<file path="src/rtl/core/fpfa_pkg.sv">
// Package for the FIFO page-frame allocator.
// Holds sizes, request and status codes and the result record.
// No dependencies.
package fpfa_pkg;

  localparam int NUM_FRAMES = 16;
  localparam int MAX_PROCS  = 4;
  localparam int MAX_PAGES  = 64;

  localparam int FRAME_W = $clog2(NUM_FRAMES);
  localparam int FCNT_W  = $clog2(NUM_FRAMES + 1);
  localparam int SLOT_W  = $clog2(MAX_PROCS);
  localparam int PAGE_W  = $clog2(MAX_PAGES);
  localparam int PCNT_W  = $clog2(MAX_PAGES + 1);
  localparam int MAP_W   = FRAME_W + 1;
  localparam int MAPA_W  = SLOT_W + PAGE_W;

  localparam logic [1:0] FN_CREATE = 2'd0;
  localparam logic [1:0] FN_ACCESS = 2'd1;
  localparam logic [1:0] FN_TERM   = 2'd2;

  localparam logic [2:0] ST_HIT      = 3'd0;
  localparam logic [2:0] ST_FREE     = 3'd1;
  localparam logic [2:0] ST_REPLACED = 3'd2;
  localparam logic [2:0] ST_RANGE    = 3'd3;
  localparam logic [2:0] ST_INACTIVE = 3'd4;
  localparam logic [2:0] ST_CREATED  = 3'd5;
  localparam logic [2:0] ST_TERM     = 3'd6;
  localparam logic [2:0] ST_REFUSED  = 3'd7;

  typedef struct packed {
    logic [2:0]         status;
    logic [FRAME_W-1:0] frame;
    logic               ev_valid;
    logic [SLOT_W-1:0]  ev_slot;
    logic [PAGE_W-1:0]  ev_page;
    logic [FCNT_W-1:0]  freed;
  } res_t;

endpackage

</file>
<file path="src/rtl/core/fpfa_ram.sv">
// Generic single-write, single-read RAM with registered read data.
// No dependencies.
module fpfa_ram #(
  parameter int WIDTH = 8,
  parameter int DEPTH = 16
) (
  input  logic                     clk_i,
  input  logic                     we_i,
  input  logic [$clog2(DEPTH)-1:0] waddr_i,
  input  logic [WIDTH-1:0]         wdata_i,
  input  logic [$clog2(DEPTH)-1:0] raddr_i,
  output logic [WIDTH-1:0]         rdata_o
);

  logic [WIDTH-1:0] mem_q [DEPTH];

  always_ff @(posedge clk_i) begin
    if (we_i) begin
      mem_q[waddr_i] <= wdata_i;
    end
    rdata_o <= mem_q[raddr_i];
  end

endmodule

</file>
<file path="src/rtl/core/fifo_page_frame_allocator.sv">
// FIFO page-frame allocator: page tables in one RAM, FIFO ring in another.
// One request at a time: in_ready_o is high only in the idle state, so a new
// request is taken only after the previous result has moved to the output register.
// The page-table clear on create and terminate writes one entry per cycle;
// terminate also walks the FIFO ring and scans every frame before the clear.
// Reset: asynchronous, active low; frames free, slots inactive, FIFO empty.
module fifo_page_frame_allocator
  import fpfa_pkg::*;
(
  input  logic                clk_i,
  input  logic                rst_ni,
  input  logic                in_valid_i,
  output logic                in_ready_o,
  input  logic [1:0]          func_i,
  input  logic [1:0]          process_slot_i,
  input  logic [5:0]          page_number_i,
  input  logic [6:0]          page_count_i,
  output logic                out_valid_o,
  input  logic                out_ready_i,
  output logic [2:0]          status_o,
  output logic [3:0]          frame_o,
  output logic                evicted_valid_o,
  output logic [1:0]          evicted_slot_o,
  output logic [5:0]          evicted_page_o,
  output logic [4:0]          freed_count_o,
  input  logic                cfg_valid_i,
  output logic                cfg_ready_o,
  input  logic [4:0]          cfg_data_i
);

  localparam logic [3:0] S_IDLE  = 4'd0;
  localparam logic [3:0] S_CLR   = 4'd1;
  localparam logic [3:0] S_LOOK  = 4'd2;
  localparam logic [3:0] S_CHK   = 4'd3;
  localparam logic [3:0] S_MAP   = 4'd4;
  localparam logic [3:0] S_TRD   = 4'd5;
  localparam logic [3:0] S_TCHK  = 4'd6;
  localparam logic [3:0] S_TFREE = 4'd7;
  localparam logic [3:0] S_DONE  = 4'd8;

  logic [3:0]          state_q, state_d;
  logic [4:0]          cfg_q;
  logic [1:0]          func_q, func_d;
  logic [SLOT_W-1:0]   slot_q, slot_d;
  logic [PAGE_W-1:0]   page_q, page_d;
  logic [FRAME_W-1:0]  head_q, head_d;
  logic [FCNT_W-1:0]   count_q, count_d;
  logic [FCNT_W-1:0]   k_q, k_d, nk_q, nk_d;
  logic [PAGE_W-1:0]   idx_q, idx_d;
  logic [FRAME_W-1:0]  victim_q, victim_d;
  res_t                res_q, res_d, out_q, out_d;
  logic                out_valid_q, out_valid_d;

  logic [NUM_FRAMES-1:0] used_q, used_d;
  logic [SLOT_W-1:0]     owner_q [NUM_FRAMES];
  logic [SLOT_W-1:0]     owner_d [NUM_FRAMES];
  logic [PAGE_W-1:0]     fpage_q [NUM_FRAMES];
  logic [PAGE_W-1:0]     fpage_d [NUM_FRAMES];
  logic [MAX_PROCS-1:0]  active_q, active_d;
  logic [PCNT_W-1:0]     pages_q [MAX_PROCS];
  logic [PCNT_W-1:0]     pages_d [MAX_PROCS];

  logic              pm_we;
  logic [MAPA_W-1:0] pm_waddr, pm_raddr;
  logic [MAP_W-1:0]  pm_wdata, pm_rdata;
  logic              ff_we;
  logic [FRAME_W-1:0] ff_waddr, ff_raddr, ff_wdata, ff_rdata;

  logic [FCNT_W-1:0]  cap;
  logic [FRAME_W-1:0] free_idx;
  logic [FRAME_W-1:0] vic;
  logic [FRAME_W-1:0] tf;

  fpfa_ram #(.WIDTH(MAP_W), .DEPTH(MAX_PROCS * MAX_PAGES)) u_page_map (
    .clk_i, .we_i(pm_we), .waddr_i(pm_waddr), .wdata_i(pm_wdata),
    .raddr_i(pm_raddr), .rdata_o(pm_rdata)
  );

  fpfa_ram #(.WIDTH(FRAME_W), .DEPTH(NUM_FRAMES)) u_fifo (
    .clk_i, .we_i(ff_we), .waddr_i(ff_waddr), .wdata_i(ff_wdata),
    .raddr_i(ff_raddr), .rdata_o(ff_rdata)
  );

  assign cfg_ready_o = 1'b1;
  assign in_ready_o  = (state_q == S_IDLE);

  always_comb begin
    if (cfg_q == '0) begin
      cap = FCNT_W'(1);
    end else if (FCNT_W'(cfg_q) > FCNT_W'(NUM_FRAMES)) begin
      cap = FCNT_W'(NUM_FRAMES);
    end else begin
      cap = FCNT_W'(cfg_q);
    end
  end

  always_comb begin
    free_idx = '0;
    for (int i = NUM_FRAMES - 1; i >= 0; i--) begin
      if (FCNT_W'(i) < cap && !used_q[i]) begin
        free_idx = FRAME_W'(i);
      end
    end
  end

  always_comb begin
    state_d     = state_q;
    func_d      = func_q;
    slot_d      = slot_q;
    page_d      = page_q;
    head_d      = head_q;
    count_d     = count_q;
    k_d         = k_q;
    nk_d        = nk_q;
    idx_d       = idx_q;
    victim_d    = victim_q;
    res_d       = res_q;
    out_d       = out_q;
    out_valid_d = out_valid_q && !out_ready_i;
    used_d      = used_q;
    owner_d     = owner_q;
    fpage_d     = fpage_q;
    active_d    = active_q;
    pages_d     = pages_q;
    pm_we       = 1'b0;
    pm_waddr    = {slot_q, page_q};
    pm_wdata    = '0;
    pm_raddr    = {slot_q, page_q};
    ff_we       = 1'b0;
    ff_waddr    = head_q + count_q[FRAME_W-1:0];
    ff_wdata    = '0;
    ff_raddr    = head_q;
    vic         = '0;
    tf          = ff_rdata;

    unique case (state_q)
      S_IDLE: begin
        if (in_valid_i) begin
          func_d = func_i;
          slot_d = process_slot_i;
          page_d = page_number_i;
          res_d  = '0;
          idx_d  = '0;
          k_d    = '0;
          nk_d   = '0;
          state_d = S_DONE;
          unique case (func_i)
            FN_CREATE: begin
              if (active_q[process_slot_i] || page_count_i == '0) begin
                res_d.status = ST_REFUSED;
              end else begin
                active_d[process_slot_i] = 1'b1;
                pages_d[process_slot_i] = (page_count_i > PCNT_W'(MAX_PAGES)) ?
                                          PCNT_W'(MAX_PAGES) : page_count_i;
                res_d.status = ST_CREATED;
                state_d = S_CLR;
              end
            end
            FN_ACCESS: begin
              if (!active_q[process_slot_i]) begin
                res_d.status = ST_INACTIVE;
              end else if (PCNT_W'(page_number_i) >= pages_q[process_slot_i]) begin
                res_d.status = ST_RANGE;
              end else begin
                state_d = S_LOOK;
              end
            end
            FN_TERM: begin
              if (!active_q[process_slot_i]) begin
                res_d.status = ST_INACTIVE;
              end else begin
                res_d.status = ST_TERM;
                state_d = S_TRD;
              end
            end
            default: begin
              res_d.status = ST_REFUSED;
            end
          endcase
        end
      end
      S_CLR: begin
        pm_we    = 1'b1;
        pm_waddr = {slot_q, idx_q};
        idx_d    = idx_q + 1'b1;
        if (idx_q == PAGE_W'(MAX_PAGES - 1)) begin
          if (func_q == FN_TERM) begin
            active_d[slot_q] = 1'b0;
            pages_d[slot_q]  = '0;
          end
          state_d = S_DONE;
        end
      end
      S_LOOK: begin
        state_d = S_CHK;
      end
      S_CHK: begin
        if (pm_rdata[MAP_W-1]) begin
          res_d.status = ST_HIT;
          res_d.frame  = pm_rdata[FRAME_W-1:0];
          state_d = S_DONE;
        end else begin
          if (count_q < cap) begin
            vic = free_idx;
            res_d.status = ST_FREE;
            count_d = count_q + 1'b1;
          end else begin
            vic = ff_rdata;
            head_d = head_q + 1'b1;
            res_d.status = ST_REPLACED;
            if (used_q[vic]) begin
              pm_we    = 1'b1;
              pm_waddr = {owner_q[vic], fpage_q[vic]};
              res_d.ev_valid = 1'b1;
              res_d.ev_slot  = owner_q[vic];
              res_d.ev_page  = fpage_q[vic];
            end
          end
          used_d[vic]  = 1'b1;
          owner_d[vic] = slot_q;
          fpage_d[vic] = page_q;
          ff_we    = 1'b1;
          ff_wdata = vic;
          res_d.frame = vic;
          victim_d = vic;
          state_d = S_MAP;
        end
      end
      S_MAP: begin
        pm_we    = 1'b1;
        pm_wdata = {1'b1, victim_q};
        state_d  = S_DONE;
      end
      S_TRD: begin
        ff_raddr = head_q + k_q[FRAME_W-1:0];
        if (k_q == count_q) begin
          count_d = nk_q;
          idx_d   = '0;
          state_d = S_TFREE;
        end else begin
          state_d = S_TCHK;
        end
      end
      S_TCHK: begin
        if (!(used_q[tf] && owner_q[tf] == slot_q)) begin
          ff_we    = 1'b1;
          ff_waddr = head_q + nk_q[FRAME_W-1:0];
          ff_wdata = tf;
          nk_d     = nk_q + 1'b1;
        end
        k_d = k_q + 1'b1;
        state_d = S_TRD;
      end
      S_TFREE: begin
        if (used_q[idx_q[FRAME_W-1:0]] && owner_q[idx_q[FRAME_W-1:0]] == slot_q) begin
          used_d[idx_q[FRAME_W-1:0]]  = 1'b0;
          owner_d[idx_q[FRAME_W-1:0]] = '0;
          fpage_d[idx_q[FRAME_W-1:0]] = '0;
          res_d.freed = res_q.freed + 1'b1;
        end
        if (idx_q == PAGE_W'(NUM_FRAMES - 1)) begin
          idx_d   = '0;
          state_d = S_CLR;
        end else begin
          idx_d = idx_q + 1'b1;
        end
      end
      S_DONE: begin
        if (!out_valid_q || out_ready_i) begin
          out_d       = res_q;
          out_valid_d = 1'b1;
          state_d     = S_IDLE;
        end
      end
      default: begin
        state_d = S_IDLE;
      end
    endcase
  end

  always_ff @(posedge clk_i or negedge rst_ni) begin
    if (!rst_ni) begin
      state_q     <= S_IDLE;
      cfg_q       <= 5'(NUM_FRAMES);
      head_q      <= '0;
      count_q     <= '0;
      out_valid_q <= 1'b0;
      used_q      <= '0;
      active_q    <= '0;
      for (int i = 0; i < NUM_FRAMES; i++) begin
        owner_q[i] <= '0;
        fpage_q[i] <= '0;
      end
      for (int i = 0; i < MAX_PROCS; i++) begin
        pages_q[i] <= '0;
      end
    end else begin
      state_q     <= state_d;
      if (cfg_valid_i && cfg_ready_o) begin
        cfg_q <= cfg_data_i;
      end
      head_q      <= head_d;
      count_q     <= count_d;
      out_valid_q <= out_valid_d;
      used_q      <= used_d;
      active_q    <= active_d;
      owner_q     <= owner_d;
      fpage_q     <= fpage_d;
      pages_q     <= pages_d;
    end
  end

  always_ff @(posedge clk_i) begin
    func_q   <= func_d;
    slot_q   <= slot_d;
    page_q   <= page_d;
    k_q      <= k_d;
    nk_q     <= nk_d;
    idx_q    <= idx_d;
    victim_q <= victim_d;
    res_q    <= res_d;
    out_q    <= out_d;
  end

  assign out_valid_o     = out_valid_q;
  assign status_o        = out_q.status;
  assign frame_o         = out_q.frame;
  assign evicted_valid_o = out_q.ev_valid;
  assign evicted_slot_o  = out_q.ev_slot;
  assign evicted_page_o  = out_q.ev_page;
  assign freed_count_o   = out_q.freed;

endmodule

</file>
<file path="config.mk">
export PLATFORM = sky130hd
export DESIGN_NAME = fifo_page_frame_allocator
export DESIGN_NICKNAME = d
export VERILOG_FILES = /design/src/rtl/core/fpfa_pkg.sv /design/src/rtl/core/fpfa_ram.sv /design/src/rtl/core/fifo_page_frame_allocator.sv
export SDC_FILE = /design/constraint.sdc
export NUM_CORES = 2
export LEC_CHECK = 0
export BUFFER_PORTS_ARGS = -buffer_cell sky130_fd_sc_hd__buf_4
export CORE_MARGIN = 4
export CORE_UTILIZATION = 40
export DETAILED_ROUTE_END_ITERATION = 10
export SETUP_SLACK_MARGIN = 0.5
export SYNTH_ARGS = -nofsm -noshare
export SYNTH_HDL_FRONTEND = slang
export SYNTH_HIERARCHICAL = 1
export SYNTH_SLANG_ARGS = --single-unit
</file>
<file path="constraint.sdc">
create_clock -name clk_i -period 13.9 [get_ports clk_i]
set_input_delay 2.085 -clock clk_i [delete_from_list [all_inputs] [get_ports clk_i]]
set_output_delay 2.085 -clock clk_i [all_outputs]
set_load 0.01 [all_outputs]
</file>
==> qor.txt <==
Leak -> 0.0211 uW
Synth-to-layout area growth -> 12.4%
TritonCTS clock tree -> built
FP Rows -> 149
Pwr/cell area -> 130 nW/um^2
Hold_buf cts -> 0
Cell area after synthesis -> 66900 sq um
Mux contribution to synthesized area -> 0.143
Synth Area in Compound Gates -> 0.0605
Core area -> 166000 sq um
Avg Cell Area, Syn -> 17.7 sq um
Worst-path cell chain -> inv_1 > nand2_1 > ha_1 > nand2_1 > or3_1 > a32oi_2 > and2_1 > nand2_1 > o221ai_1 > nor2b_1 > nand4_1 > buf_4 > nor2_1
WHS Path Cells -> 0
Top Usage Layer GRT -> met2
Post-CTS setup buffer count -> 0
Post-CTS sizing -> 0
Post-Route WL -> 174 mm
Final Instance Count excl. Fillers -> 6176
DR pass1 iterations -> 6
R2R cell count -> 13
Crit. End Element -> flop
Stages on the worst setup path -> 13
Setup Skew -> 0.0536 ns
Register area share after synthesis -> 0.711
DRT antenna net count -> 0
Routing usage on met3 -> 0.0356
Register area -> 47600 sq um
Setup_tns -> 0 ns
Syn Nets -> 3846
Fin. max-slew vios -> 0
Initial core utilization -> 0.404
Worst-Skew Late Latency -> 0.81 ns
Mapped Cells -> 3788
Cell mode on critical path -> nand2_1
Top Family by Delay on Critical Path -> simple AND/OR/NAND/NOR gates
Maxcap violations -> 0
Dpl cells -> 5868
Grt met1 use -> 0.276
Synth Area in Simple Gates -> 0.0563
Final RePlAce weighted congestion -> 0.861
Layout cells sized above 1 -> 0.198
Main combinational cell family by area after synthesis -> multiplexers
Dominant synthesized flop cell -> edfxtp_1
Clock Path Buffers -> 3
EDFF count, synth -> 1416
Min Clock Period, post-route -> 6.60 ns
Worst Setup EP -> u_page_map/mem_q[61][3]
Adder-Cell Fraction of Synth Area -> 0.00613
Fmax achieved -> 152 MHz
Slew headroom -> 0.201
Hold_ws -> 0.419 ns
Grt ovf -> 0
H-tree levels -> 4
Filler cells -> 14055
Worst Hold Class -> reg2reg
FFs w/ async S/R, synth -> 0.120
Kind of launch point of the worst setup path -> flop
Post-synth cell types -> 90
Status -> completed
Reg2reg end -> u_page_map/mem_q[61][3]
Critical path arrival -> 7.03 ns
Final period util -> 0.475
DP HPWL -> 108 mm
VDD IR max -> 0.107 mV
Synth Warn # -> 6
Die area -> 174000 sq um
Die width -> 417 um
Vias in the first global route -> 36623
Root Driver -> clkbuf_16
CP Max Fanout -> 15
Via/cell ratio -> 5.90
R2r startpoint -> cfg_q[4]
Biggest cell delay along the critical path -> 0.89 ns
Clk slew on worst S/H paths -> 0.06 ns
Area of the multi-input gates -> 18100 sq um
Inserted Clock Buffers -> 167
# DRC -> 0
Setup violators final -> 0
Initial DRC count -> 3970
Post-synthesis register bit count -> 1620
Largest net degree at the start of global routing -> 199
Crit path launch -> cfg_q[4]
Clock sinks -> 1620
Final hold viol count -> 0
Initial antenna violation count -> 6
Fin nets -> 3906
Critical Path RT -> 14.33 ns
First-pass GRT wire length -> 257 mm
GRT Util Overall -> 0.199
DR WL/cell -> 28.2 um
RSZ-0062 raised after global routing -> false
Grt met2 use -> 0.326
Via count -> 36428
CP bufs+invs -> 2
Xor/xnor cell area share of the yosys netlist -> 0.00432
Slew at the pin closest to its max-slew limit -> 1.20 ns
I/O Pins -> 51
Register-to-register path setup slack -> 7.30 ns
Die extent in y -> 417 um
CP max stage cell -> o221ai_1
Port Buffers -> 49
Crit Path Category -> reg2reg
-- stage by stage --
| step | util | worst slack (ns) | total power [uW] | instance area (sq um) |
|---|---|---|---|---|
| final | 0.454 | 7.30 | 9790 | 75200 |
| after global routing | 0.454 | 7.15 | 10100 | 75200 |
| after CTS | 0.454 | 7.49 | 9870 | 75200 |
| after floorplan | - | 3.12 | 5380 | 66900 |
| after detailed placement | 0.421 | 7.52 | 5410 | 69600 |
| after global placement | 0.421 | 7.61 | 5410 | 69600 |
-- state kept, by name (all words and copies together), names as in the netlist, 16 cells and up --
register / flops
u_fifo/mem_q: 64
res_q: 21
pages_q: 28
u_page_map/mem_q: 1280
owner_q: 32
fpage_q: 96
used_q: 16
-- final cells by class --
cell class / instances / area share
inverters: 36 / 0.00180
well taps: 2189 / 0.0364
repair buffers: 126 / 0.0138
flip-flops and latches: 1620 / 0.633
clock buffers: 207 / 0.0592
diodes: 2 / 0.0000666
multi-input cells: 1897 / 0.241
clock inverters: 99 / 0.0143
-- cells in the final DEF, fill, tap and decap left out, types with 34 or more instances in the layout --
cell       synthesis  layout
o2bb2ai_1         97      97
a22oi_1           50      50
nand3_1           79      79
nor3_1            35      34
o22ai_1           39      39
a21oi_1           52      52
buf_4             27     118
mux2i_1          106     106
a22o_1            46      46
o21ai_0           45      44
dfrtp_1          194     194
clkbuf_16          0     169
nor2_1           364     363
edfxtp_1        1416    1416
mux4_2           355     355
nand2_1          154     154
-- worst min-delay path by stage --
stage          startpoint           endpoint
2_1_floorplan    res_q[5]  evicted_page_o[0]
3_3_place_gp    res_q[13]    evicted_valid_o
3_5_place_dp    res_q[10]  evicted_page_o[5]
4_1_cts         res_q[10]  evicted_page_o[5]
5_1_grt         res_q[20]        status_o[2]
6_report        res_q[10]  evicted_page_o[5]
-- power by group --
group          switching (uW)  total (uW)  internal, uW
Combinational            63.0        85.8          22.8
Sequential               5.96        5230          5220
Clock                    1910        4470          2560
Total                    1980        9790          7800
-- cells in the mapped netlist (all sizes together), types with 24 or more instances --
| library cell | n | share of area |
|---|---|---|
| nand2 | 154 | 0.0086 |
| a21oi | 52 | 0.0039 |
| clkbuf | 138 | 0.0077 |
| mux2i | 106 | 0.016 |
| dfrtp | 194 | 0.073 |
| ha | 28 | 0.0052 |
| nand3 | 79 | 0.0059 |
| nor2 | 367 | 0.021 |
| nand2b | 26 | 0.0024 |
| nor3 | 37 | 0.0030 |
| o21ai | 62 | 0.0048 |
| a22oi | 51 | 0.0058 |
| edfxtp | 1416 | 0.64 |
| buf | 97 | 0.0089 |
| nor2b | 32 | 0.0030 |
| inv | 35 | 0.0020 |
| o22ai | 40 | 0.0038 |
| mux4 | 369 | 0.13 |
| and2 | 24 | 0.0022 |
| o2bb2ai | 97 | 0.013 |
| a32o | 32 | 0.0048 |
| a22o | 46 | 0.0060 |
| nor4 | 35 | 0.0038 |
-- worst reg2reg max path, stage by stage (launching register included) --
cell and delay [ns]:
dfstp_2 0.67, inv_1 0.24, nand2_1 0.12, ha_1 0.15, nand2_1 0.06, or3_1 0.32, a32oi_2 0.75, and2_1 0.38
nand2_1 0.30, o221ai_1 0.89, nor2b_1 0.56, nand4_1 0.78, buf_4 0.51, nor2_1 0.49
-- routing by layer --
layer  routed length [um]  share of wire
met3                12000          0.069
met4                 4260          0.025
met5                   47        0.00027
met1                72000           0.41
met2                85600           0.49
-- cell families after synthesis --
logic type | count (synthesis)
muxes | 486
AOI/OAI and AO/OA | 529
and+or+nand+nor | 817
other | 1
buffers and inverters | 271
adders and majority gates | 31
DFF | 1620
xor gates and xnor gates | 33
Power figures use the tool's default switching activity.
